--- src/zsce_pkg.sv ---
// zsce_pkg: shared types and constants of the zoomed sprite chunk expander
// used by zsce_decode, zoomed_sprite_chunk_expander and the testbench
`timescale 1ns / 1ps

package zsce_pkg;

    // request action codes
    localparam logic        ACT_WRITE  = 1'b0;
    localparam logic        ACT_EXPAND = 1'b1;

    // raw y that marks the end of the sprite list
    localparam logic [8:0]  END_OF_LIST_Y = 9'h180;
    // coordinates above this are negative
    localparam logic [10:0] SIGN_LIMIT    = 11'h140;
    localparam logic [9:0]  COORD_WRAP    = 10'h200;
    // y bias: 3 plus 128 before the zoom y is taken off
    localparam logic [10:0] Y_BIAS        = 11'd131;

    typedef enum logic [2:0] {
        ST_IDLE   = 3'b001,
        ST_EXPAND = 3'b010,
        ST_END    = 3'b100
    } state_t;

    // decoded sprite descriptor for one row
    typedef struct packed {
        logic       list_end;
        logic [7:0] tile;
        logic [7:0] colour;
        logic       flip_x;
        logic       flip_y;
        logic       pri;
        logic [7:0] zoom_x;   // 1..128
        logic [9:0] pos_x;    // signed, two's complement
        logic [9:0] pos_y;    // row y, signed, two's complement
        logic [3:0] size_y;
        logic [3:0] row_sel;  // chunk row after vertical flip
    } desc_t;

endpackage

--- src/zsce_decode.sv ---
// zsce_decode: splits a four-word sprite descriptor into its fields and
// works out the row position and height; uses zsce_pkg
`timescale 1ns / 1ps

module zsce_decode
(
    input  logic [15:0]         desc_word0,
    input  logic [15:0]         desc_word1,
    input  logic [15:0]         desc_word2,
    input  logic [15:0]         desc_word3,
    input  logic [3:0]          row_index,
    output zsce_pkg::desc_t     desc
);

    logic [8:0]  raw_y;
    logic [8:0]  raw_x;
    logic [7:0]  zoom_y;
    logic [10:0] y_biased;
    logic [9:0]  y_signed;
    logic [9:0]  x_signed;
    logic [10:0] row_off;     // row times zoom y, up to 1920
    logic [11:0] row_off_nxt; // next row offset, up to 2048

    always_comb
    begin
        raw_y    = desc_word0[8:0];
        raw_x    = desc_word2[8:0];
        zoom_y   = {1'b0, desc_word0[15:9]} + 8'd1;

        y_biased = {2'b00, raw_y} + zsce_pkg::Y_BIAS - {3'b000, zoom_y};
        y_signed = (y_biased > zsce_pkg::SIGN_LIMIT)
                 ? (y_biased[9:0] - zsce_pkg::COORD_WRAP) : y_biased[9:0];
        x_signed = ({2'b00, raw_x} > zsce_pkg::SIGN_LIMIT)
                 ? ({1'b0, raw_x} - zsce_pkg::COORD_WRAP) : {1'b0, raw_x};

        row_off     = {7'b0000000, row_index} * {3'b000, zoom_y};
        row_off_nxt = {1'b0, row_off} + {4'b0000, zoom_y};

        desc.list_end = (raw_y == zsce_pkg::END_OF_LIST_Y);
        desc.tile     = desc_word3[7:0];
        desc.colour   = desc_word3[15:8];
        desc.flip_x   = desc_word2[14];
        desc.flip_y   = desc_word1[15];
        desc.pri      = desc_word2[15];
        desc.zoom_x   = {1'b0, desc_word1[6:0]} + 8'd1;
        desc.pos_x    = x_signed;
        desc.pos_y    = y_signed + {3'b000, row_off[10:4]};
        desc.size_y   = 4'(row_off_nxt[11:4] - {1'b0, row_off[10:4]});
        desc.row_sel  = desc_word1[15] ? ~row_index : row_index;
    end

endmodule

--- config.mk ---
export PLATFORM = sky130hd
export DESIGN_NAME = zsce_decode
export DESIGN_NICKNAME = d
export VERILOG_FILES = /design/src/zsce_pkg.sv /design/src/zsce_decode.sv
export SDC_FILE = /design/constraint.sdc
export NUM_CORES = 1
export LEC_CHECK = 0
export BUFFER_PORTS_ARGS = -buffer_cell sky130_fd_sc_hd__buf_2
export CAP_MARGIN = 20
export CORE_MARGIN = 5
export CORE_UTILIZATION = 44
export DETAILED_ROUTE_END_ITERATION = 8
export PLACE_DENSITY = 0.86
export SETUP_SLACK_MARGIN = 0.05
export SLEW_MARGIN = 25
export SYNTH_ARGS = -nofsm -noshare
export SYNTH_HDL_FRONTEND = slang
export SYNTH_SLANG_ARGS = --single-unit
--- constraint.sdc ---
create_clock -name vclk -period 6.56
set_input_delay 1.312 -clock vclk [all_inputs]
set_output_delay 1.312 -clock vclk [all_outputs]
set_load 0.05 [all_outputs]
Word-level counts from Yosys, hierarchy flattened

Cells that the tools add are included.

Order comparisons: 2
$add $sub $neg: 9
Multiply operators: 1
Eq/ne operators: 1
Bitwise gates (word level): 1
Muxes and demuxes: 3

Operators with widths:

| kind                                                | number |
|---|---|
| two-way mux 10 bit                                  | 2 |
| adder 7 x 1 -> 8 bit, second input constant         | 2 |
| > comparator 11 x 9 -> 1 bit, second input constant | 1 |
| multiplier 4 x 8 -> 11 bit                          | 1 |
| subtractor 10 x 8 -> 11 bit                         | 1 |
| adder 10 x 7 -> 10 bit                              | 1 |
| adder 9 x 8 -> 10 bit, second input constant        | 1 |
| subtractor 10 bit, second input constant            | 1 |
| subtractor 9 x 10 -> 10 bit, second input constant  | 1 |
| == test 9 bit, second input constant                | 1 |
| > comparator 9 bit, second input constant           | 1 |
| adder 8 bit                                         | 1 |
| two-way mux 4 bit                                   | 1 |
| NOT 4 bit                                           | 1 |
| subtractor 4 bit                                    | 1 |

Logic and storage cells: 17
Flip-flop bits (word level): 0

Depth between registers and ports, before layout

Gate-level depths: netlist of run 1.

Depth in word-level cells: 5
Mapped depth: 22
Depth with buffers taken out: 22

Worst setup path before layout of run 1

Ideal clock, no wire load.

Path type: in2out
From: input desc_word0[9]
To: output desc[7] in the netlist's numbering
Path buffers: 0
Setup slack: -0.655 ns
Data arrival time: 5.903 ns
Cell stages on the path: 17
Path through: ha_1 > xor2_1 > nand2_1 > fa_1 > inv_1 > fa_1 > fa_1 > xor2_1 > ha_1 > inv_1 > o21bai_1 > xor2_1 > ha_1 > a21o_1 > a21oi_1 > xor2_1 > xnor2_1

RTL lines:

| element         | RTL line          | RTL |
|---|---|---|
| start, declared | zsce_decode.sv:7  | `input logic [15:0] desc_word0,` |
| end, declared   | zsce_decode.sv:12 | `output zsce_pkg::desc_t desc` |

==> qor.csv, run 1 <==
metric;value;unit
status;complete, but fails checks;
failing checks;setup timing;
core region area;0.00551;mm2
worst rel slew slack;0.699;
Post-DP Area;0.00319;mm2
setup violators final;6;
average size of a mapped cell;7.70;um2
DRT antenna net count;0;
Post-CTS Hold Buffers;0;
commonest non-fill, non-tap cells in the layout;buf_2 (63), buf_4 (43), ha_1 (41), inv_1 (37), nand2_1 (21);
n_diodes;0;
fillcell total;425;
Max Cap Violations;0;
worst-margin pin slew;0.441;ns
Synth-to-Final Area Change;40.8;%
syn_nets;455;
register area;0;um2
nets@finish;546;
die area;0.00725;mm2
Initial Utilization;0.451;
Setup CP Type;in -> out;
Worst Hold Depth;0;
drt wl/cell;14.7;um
Syn. warnings;0;
Seq cells;0;
GRT overflow;0;
layer with the highest usage;met2;
global routing met3 resource utilization;0.0165;
met2 Usage GRT;0.357;
Vias;2511;
met1 Use GR;0.207;
# clk buffers;0;
Placer Congestion;0.821;
initial antenna violation count;0;
Post-Route WL;7.11;mm
port bufs;75;
Final Cell Area;0.00350;mm2
pin count of the biggest net entering global routing;10;
Ports;124;
Hold Violations, Final;0;
die width;85.2;um
Total GRT Usage;0.182;
element type at the critical path start;input pin;
Hold WS;2.62;ns
Hold Startpoint;desc_word3[14];
dpl hpwl;5.56;mm
area of the multi-input gates;0.00243;mm2
crit share post-route;1.05;
fmax;145;MHz
Max VDD drop;1.15;mV
Max Slew Vio Count;0;
vias in the first global route;2646;
LEAKAGE;1.84;nW
First-pass DRT Iterations;4;
Worst setup EP type;output pin;
Post-Synthesis Cell Area;0.00249;mm2
sequential area share after synthesis;0;
setup ws final;-0.339;ns
DRT iter0 DRCs;107;
WHS Endpoint;desc[45];
Min Clock Period, post-route;6.90;ns
chip height;85.2;um
Syn Inst Count;323;
Via density;5.19;
Core Rows;27;
commonest non-fill, non-tap cell in the layout;buf_2;
share of cells above drive strength 1;0.439;
largest fanout on the critical path;4;
Power Dens Cells;590;mW/mm2
synth unique cells;40;
RSZ-0062 raised after global routing;true;
first-pass GRT wire length;11.3;mm
DRC Markers;0;
Pwr Total;2.07;mW
data required time at the worst endpoint;5.25;ns
critical path arrival;5.59;ns
Hold Path Class;in -> out;
-- cell usage after synthesis (2+ instances only) --
master    number  area share
ha_1          49        0.25
inv_1         42       0.063
buf_4         28       0.085
nand2_1       23       0.035
xnor2_1       23       0.081
xor2_1        17       0.060
nor2_1        16       0.024
and2_1        15       0.038
fa_1          15        0.12
a21oi_1       13       0.026
nor2b_1       11       0.028
o21ai_0       10       0.020
a21o_1         7       0.021
nand3_1        7       0.014
and3_1         5       0.013
nand2b_1       4       0.010
nor4_1         4       0.010
o21bai_1       4       0.012
clkbuf_1       3      0.0045
o22ai_1        3      0.0075
nor3_1         2      0.0040
o21a_1         2      0.0060
o31a_1         2      0.0070
or4_1          2      0.0060
-- worst max-delay path, cell delays in order --
cell      delay (ns)
buf_8           0.10
ha_4            0.17
xor2_4          0.16
buf_4           0.15
and2_1          0.17
fa_1            0.53
inv_1           0.06
fa_1            0.56
inv_1           0.07
ha_4            0.24
a21oi_4         0.17
o21bai_1        0.12
a21oi_2         0.21
o21ai_1         0.11
xnor2_1         0.15
ha_2            0.35
o21ai_2         0.08
a21oi_2         0.13
o21ai_2         0.08
nand2_1         0.07
o31a_1          0.13
o22ai_1         0.06
a21o_2          0.23
buf_6           0.15
-- metal layers --
layer,vias up,wire length [um]
li1,1228,-
met1,1213,2760
met3,16,236
met2,54,3980
met4,0,140
met5,-,0
-- worst max-delay path by stage --
stage                        startpoint       end  slack, ns  cells after the start
after floorplan           desc_word0[9]   desc[7]       0.02                     18
after global placement    desc_word0[9]   desc[7]      -0.35                     20
after detailed placement  desc_word0[9]  desc[17]      -0.47                     23
after CTS                 desc_word0[9]  desc[17]      -0.28                     23
after global routing      desc_word0[9]  desc[17]      -0.44                     23
final                     desc_word0[9]  desc[17]      -0.34                     24
-- through the flow --
stage	setup WS, ns	cells	util	setup TNS (ns)
floorplan	0.0227	323	-	0
global placement	-0.353	478	0.579	-1.54
detailed placement	-0.465	478	0.579	-2.17
CTS	-0.281	482	0.619	-0.936
global route	-0.444	484	0.636	-2.16
finish	-0.339	484	0.636	-1.33
-- report_power, final --
| part | internal [mW] | total [mW] | leakage, nW | switching, mW |
|---|---|---|---|---|
| Sequential | 0 | 0 | 0 | 0 |
| Clock | 0 | 0 | 0 | 0 |
| Combinational | 0.885 | 2.07 | 1.84 | 1.18 |
-- cell families after synthesis --
group                      share of synthesized area
and+or+nand+nor                                0.198
buffers and inverters                          0.155
adders and majority gates                      0.367
AOI/OAI and AO/OA                              0.139
xor gates and xnor gates                       0.141
-- what timing repair did --
| action | 4_1_cts | 5_1_grt |
|---|---|---|
| setup buffers | 5 | 2 |
| gates resized for setup | 51 | 19 |
| setup endpoints to repair | 9 | 10 |
| cloned | 0 | 0 |
| pin swaps | 32 | 15 |
-- cell type report --
| class | count | share of cell area |
|---|---|---|
| Inverter | 42 | 0.0458 |
| Multi-Input combinational cell | 249 | 0.696 |
| Tap cell | 72 | 0.0257 |
| Timing Repair Buffer | 121 | 0.233 |
Power figures use the tool's default switching activity.
==> run 2, diff against run 1 <==
--- a/config.mk
+++ b/config.mk
@@ -7,7 +7,6 @@
 export LEC_CHECK = 0
 export BUFFER_PORTS_ARGS = -buffer_cell sky130_fd_sc_hd__buf_2
 export CAP_MARGIN = 20
-export CORE_MARGIN = 5
 export CORE_UTILIZATION = 44
 export DETAILED_ROUTE_END_ITERATION = 8
 export PLACE_DENSITY = 0.86
==> constraint.sdc (replaced) <==
create_clock -name vclk -period 6.56
set_input_delay 0.656 -clock vclk [all_inputs]
set_output_delay 0.656 -clock vclk [all_outputs]
set_load 0.05 [all_outputs]
==> run 2 against run 1 <==
The flow now finishes without violations. Fmax is 12% higher. Die area fell by 18%. Wire length decreased by 23%. Sequential share of layout area is the same. Combinational power decreased by 35%. Via count shrank 8.5%. Critical endpoint unchanged.
==> qor.csv, run 2 (synthesis gave the netlist of run 1 again) <==
metric;value;unit;change
status;finished clean;;was complete, but fails checks
port bufs;75;;unchanged
data required time at the worst endpoint;5.90;ns;was 5.25 ns
First-pass DRT Iterations;4;;unchanged
core region area;0.00547;mm2;was 0.00551 mm2
Sw Share;0.703;;was 0.572
fmax;162;MHz;was 145 MHz
Crit path top cell by count;ha_1;;
commonest non-fill, non-tap cells in the layout;buf_2 (75), ha_1 (49), inv_1 (42), nand2_1 (23), xnor2_1 (23);;was buf_2 (63), buf_4 (43), ha_1 (41), inv_1 (37), nand2_1 (21)
initial antenna violation count;0;;unchanged
register area;0;um2;unchanged
Non-Filler Instances;443;;was 484
net switching power;0.948;mW;was 1.18 mW
pin count of the biggest net entering global routing;10;;unchanged
DRT antenna net count;0;;unchanged
Post-Place Setup Slack;0.419;ns;was -0.465 ns
chip height;77.2;um;was 85.2 um
drt wl/cell;12.3;um;was 14.7 um
Vias;2297;;was 2,511
placed insts;443;;was 478
Post-Route WL;5.45;mm;was 7.11 mm
Placer Congestion;0.854;;was 0.821
DRC Markers;0;;unchanged
Ports;124;;unchanged
slowest CP cell;xnor2_1;;was fa_1
DRT iter0 DRCs;100;;was 107
CP top delay family;adder cells;;unchanged
Via density;5.19;;about the same
RSZ-0062 raised after global routing;false;;was true
Worst path max stage delay;0.54;ns;was 0.56 ns
combinational share of power;1.000;;about the same
Total Neg Setup Slack;0;ns;was -1.33 ns
Buffers & Inverters on Critical Path;4;;was 5
Post-CTS Hold Buffers;0;;unchanged
Synth-to-Final Area Change;11.1;%;was 40.8%
Power Dens Cells;488;mW/mm2;was 590 mW/mm2
Core Rows;27;;unchanged
die area;0.00596;mm2;was 0.00725 mm2
nets@finish;505;;was 546
postcts setup bufs;0;;was 5
Hold Violations, Final;0;;unchanged
worst-margin pin slew;0.656;ns;was 0.441 ns
commonest non-fill, non-tap cell in the layout;buf_2;;unchanged
Setup CP Type;in -> out;;unchanged
sequential share of power;0;;about the same
element type at the critical path start;input pin;;unchanged
Max VDD drop;0.986;mV;was 1.15 mV
first-pass GRT wire length;9.13;mm;was 11.3 mm
critical path arrival;5.52;ns;was 5.59 ns
# clk buffers;0;;unchanged
n_diodes;0;;unchanged
Resized cells post-CTS;0;;was 51
GRT overflow;0;;unchanged
Worst setup EP type;output pin;;unchanged
worst rel slew slack;0.560;;was 0.699
Hold WS;1.31;ns;was 2.62 ns
dpl hpwl;4.84;mm;was 5.56 mm
die width;77.2;um;was 85.2 um
share of cells above drive strength 1;0.232;;was 0.439
setup violators final;0;;was 6
Total GRT Usage;0.180;;was 0.182
Seq cells;0;;unchanged
vias in the first global route;2232;;was 2,646
crit share post-route;0.942;;was 1.05
largest fanout on the critical path;7;;was 4
Initial Utilization;0.454;;was 0.451
Hold Path Class;in -> out;;unchanged
LEAKAGE;1.55;nW;was 1.84 nW
Min Clock Period, post-route;6.18;ns;was 6.90 ns
Clk network pwr share;0;;about the same
Pwr Total;1.35;mW;was 2.07 mW
Max Cap Violations;0;;unchanged
P_int;0.400;mW;was 0.885 mW
setup ws final;0.381;ns;was -0.339 ns
Max Slew Vio Count;0;;unchanged
crit path cell chain;buf_2 > ha_1 > nand3_1 > xnor2_1 > and2_1 > fa_1 > inv_1 > fa_1 > inv_1 > ha_1 > a21oi_1 > o21bai_1 > a21oi_1 > o21ai_0 > xnor2_1 > ha_1 > nor2_1 > nand2_1 > o21ai_0 > nand2_1 > o31a_1 > o22ai_1 > a21o_1 > buf_2;;was buf_8 > ha_4 > xor2_4 > buf_4 > and2_1 > fa_1 > inv_1 > fa_1 > inv_1 > ha_4 > a21oi_4 > o21bai_1 > a21oi_2 > o21ai_1 > xnor2_1 > ha_2 > o21ai_2 > a21oi_2 > o21ai_2 > nand2_1 > o31a_1 > o22ai_1 > a21o_2 > buf_6
## run 2: cell count changes in the layout (fill, tap and decap cells not counted), sizes merged
cell,before,now
buf,121,80
## run 2: routing by layer
| layer | track usage | part of all wire | up-vias |
|---|---|---|---|
| met4 | 0.0321 | 0.0097 | 0 |
| met2 | 0.340 | 0.51 | 66 |
| li1 | - | - | 1146 |
| met5 | 0 | 0 | - |
| met1 | 0.226 | 0.43 | 1077 |
| met3 | 0.00833 | 0.047 | 8 |
## run 2: cell type report
class / instances / area, um2
Fill cell: 544 / 2710
Multi-Input combinational cell: 249 / 2100
Tap cell: 72 / 90.1
Timing Repair Buffer: 80 / 413
Inverter: 42 / 158
## run 2: stage by stage
step / utilization / area, um2
detailed placement: 0.505 / 2760
global placement: 0.505 / 2760
global route: 0.505 / 2760
finish: 0.505 / 2760
CTS: 0.505 / 2760
floorplan: - / 2490
## run 2: path summary, 6_finish.rpt
check / startpoint / to / slack [ns] / cells after the start
setup / recovery: desc_word0[9] / desc[17] / 0.38 / 24
hold / removal: desc_word3[8] / desc[39] / 1.31 / 0
## run 2: power groups by stage
stage	Sequential, mW	Clock (mW)	Combinational, mW
after floorplan	0	0	1.14
after global placement	0	0	1.32
after detailed placement	0	0	1.35
after CTS	0	0	1.36
after global routing	0	0	1.45
final	0	0	1.35
==> run 3, diff against run 2 <==
--- a/config.mk
+++ b/config.mk
@@ -7,11 +7,13 @@
 export LEC_CHECK = 0
 export BUFFER_PORTS_ARGS = -buffer_cell sky130_fd_sc_hd__buf_2
 export CAP_MARGIN = 20
-export CORE_UTILIZATION = 44
+export CORE_UTILIZATION = 53
 export DETAILED_ROUTE_END_ITERATION = 8
-export PLACE_DENSITY = 0.86
+export PLACE_DENSITY = 0.95
+export RECOVER_POWER = 50
 export SETUP_SLACK_MARGIN = 0.05
 export SLEW_MARGIN = 25
 export SYNTH_ARGS = -nofsm -noshare
 export SYNTH_HDL_FRONTEND = slang
 export SYNTH_SLANG_ARGS = --single-unit
+export TNS_END_PERCENT = 1
==> constraint.sdc (replaced) <==
create_clock -name vclk -period 7.9
set_input_delay 0.79 -clock vclk [all_inputs]
set_output_delay 0.79 -clock vclk [all_outputs]
set_load 0.05 [all_outputs]
==> run 3 against run 2 <==
The flow now finishes with violations (DRC). Die area down 17%. First-iteration DRC count up 1.0%. Cell area down 2.7%. Combinational power down 17%. Flip-flop and latch count unchanged. Worst setup slack better by 0.87 ns. Utilization up 10 points.
==> qor.csv, run 3 (synthesis gave the netlist of run 1 again) <==
metric;value;unit;change
slowest CP cell;fa_1;;was xnor2_1
LEAKAGE;1.49;nW;was 1.55 nW
worst rel slew slack;0.607;;was 0.560
net switching power;0.791;mW;was 0.948 mW
worst-margin pin slew;0.592;ns;was 0.656 ns
Min Clock Period, post-route;6.65;ns;
initial antenna violation count;0;;unchanged
First-pass DRT Iterations;6;;was 4
first-pass GRT wire length;8.73;mm;was 9.13 mm
# clk buffers;0;;unchanged
share of cells above drive strength 1;0.194;;was 0.232
dpl hpwl;4.56;mm;was 4.84 mm
core region area;0.00444;mm2;was 0.00547 mm2
Hold Path Class;in -> out;;unchanged
DRT antenna net count;0;;unchanged
fmax;150;MHz;
Max VDD drop;0.715;mV;was 0.986 mV
Total GRT Usage;0.208;;was 0.180
largest fanout on the critical path;7;;unchanged
element type at the critical path start;input pin;;unchanged
DRC Markers;24;;was 0
port bufs;75;;unchanged
RSZ-0062 raised after global routing;false;;unchanged
Power Dens Cells;416;mW/mm2;was 488 mW/mm2
sequential share of power;0;;about the same
Post-CTS Hold Buffers;0;;unchanged
Initial Utilization;0.559;;was 0.454
commonest non-fill, non-tap cell in the layout;buf_2;;unchanged
data required time at the worst endpoint;7.11;ns;was 5.90 ns
chip height;70.5;um;was 77.2 um
Hold WS;1.58;ns;was 1.31 ns
critical path arrival;5.86;ns;was 5.52 ns
GRT overflow;0;;unchanged
die area;0.00497;mm2;was 0.00596 mm2
Total Neg Setup Slack;0;ns;unchanged
DRT iter0 DRCs;101;;was 100
Setup CP Type;in -> out;;unchanged
Max Cap Violations;0;;unchanged
Max Slew Vio Count;0;;unchanged
Buffers & Inverters on Critical Path;3;;was 4
failing checks;DRC;;
nets@finish;500;;was 505
crit path cell chain;buf_2 > ha_1 > xor2_1 > nand2_1 > fa_1 > inv_1 > fa_1 > fa_1 > a21o_1 > a21oi_1 > o21bai_1 > a21oi_1 > o21ai_0 > xnor2_1 > ha_1 > nor4_1 > a21oi_1 > o21ai_0 > nand2_1 > o31a_1 > o22ai_1 > a21o_1 > buf_2;;was buf_2 > ha_1 > nand3_1 > xnor2_1 > and2_1 > fa_1 > inv_1 > fa_1 > inv_1 > ha_1 > a21oi_1 > o21bai_1 > a21oi_1 > o21ai_0 > xnor2_1 > ha_1 > nor2_1 > nand2_1 > o21ai_0 > nand2_1 > o31a_1 > o22ai_1 > a21o_1 > buf_2
crit share post-route;0.842;;
CP top delay family;adder cells;;unchanged
Sw Share;0.707;;was 0.703
n_diodes;0;;unchanged
fillcell total;406;;was 544
Placer Congestion;0.884;;was 0.854
Resized cells post-CTS;0;;unchanged
pin count of the biggest net entering global routing;10;;unchanged
Vias;2267;;was 2,297
setup violators final;0;;unchanged
commonest non-fill, non-tap cells in the layout;buf_2 (65), ha_1 (49), inv_1 (42), nand2_1 (23), xnor2_1 (23);;was buf_2 (75), ha_1 (49), inv_1 (42), nand2_1 (23), xnor2_1 (23)
Core Rows;24;;was 27
Worst path max stage delay;0.53;ns;was 0.54 ns
Worst setup EP type;output pin;;unchanged
Via density;5.42;;was 5.19
drt wl/cell;12.4;um;was 12.3 um
combinational share of power;1.000;;about the same
die width;70.5;um;was 77.2 um
Clk network pwr share;0;;about the same
Post-Route WL;5.18;mm;was 5.45 mm
postcts setup bufs;0;;unchanged
status;complete, but fails checks;;was finished clean
Ports;124;;unchanged
Hold Violations, Final;0;;unchanged
P_int;0.328;mW;was 0.400 mW
vias in the first global route;2145;;was 2,232
Seq cells;0;;unchanged
register area;0;um2;unchanged
Synth-to-Final Area Change;8.10;%;was 11.1%
-- run 3: cell count changes in the layout (fill, tap and decap cells not counted), sizes merged --
cell,previous run,this run
clkbuf,0,10
buf,80,65
-- run 3: power groups by stage --
stage	logic [mW]	clock network (mW)	registers [mW]
3_5_place_dp	1.12	0	0
6_report	1.12	0	0
4_1_cts	1.12	0	0
3_3_place_gp	1.09	0	0
2_1_floorplan	0.943	0	0
5_1_grt	1.21	0	0
-- run 3: metrics by stage --
step	instance area (um2)	instances	util	setup WS (ns)	power [mW]
floorplan	2490	323	-	1.73	0.943
global placement	2700	418	0.608	1.46	1.09
detailed placement	2700	418	0.608	1.28	1.12
CTS	2700	418	0.608	1.27	1.12
global route	2690	418	0.605	0.872	1.21
finish	2690	418	0.605	1.25	1.12
-- run 3: worst paths after layout --
path       end  depth (start not counted)      startpoint  slack [ns]
max   desc[17]                         23   desc_word0[9]        1.25
min   desc[45]                          0  desc_word3[14]        1.58
-- run 3: layout make-up --
cell class	instances	area, um2	area share
tap	52	65.1	0.0242
inverter	42	158	0.0587
multi-input combinational	249	2100	0.782
timing repair buffer	75	363	0.135
-- run 3: routing by layer --
metal / vias up / wire (um) / GRT usage
met2: 78 / 2570 / 0.386
met5: - / 0 / 0
met1: 1043 / 2270 / 0.271
li1: 1140 / - / -
met4: 0 / 45 / 0.0272
met3: 6 / 292 / 0.0101
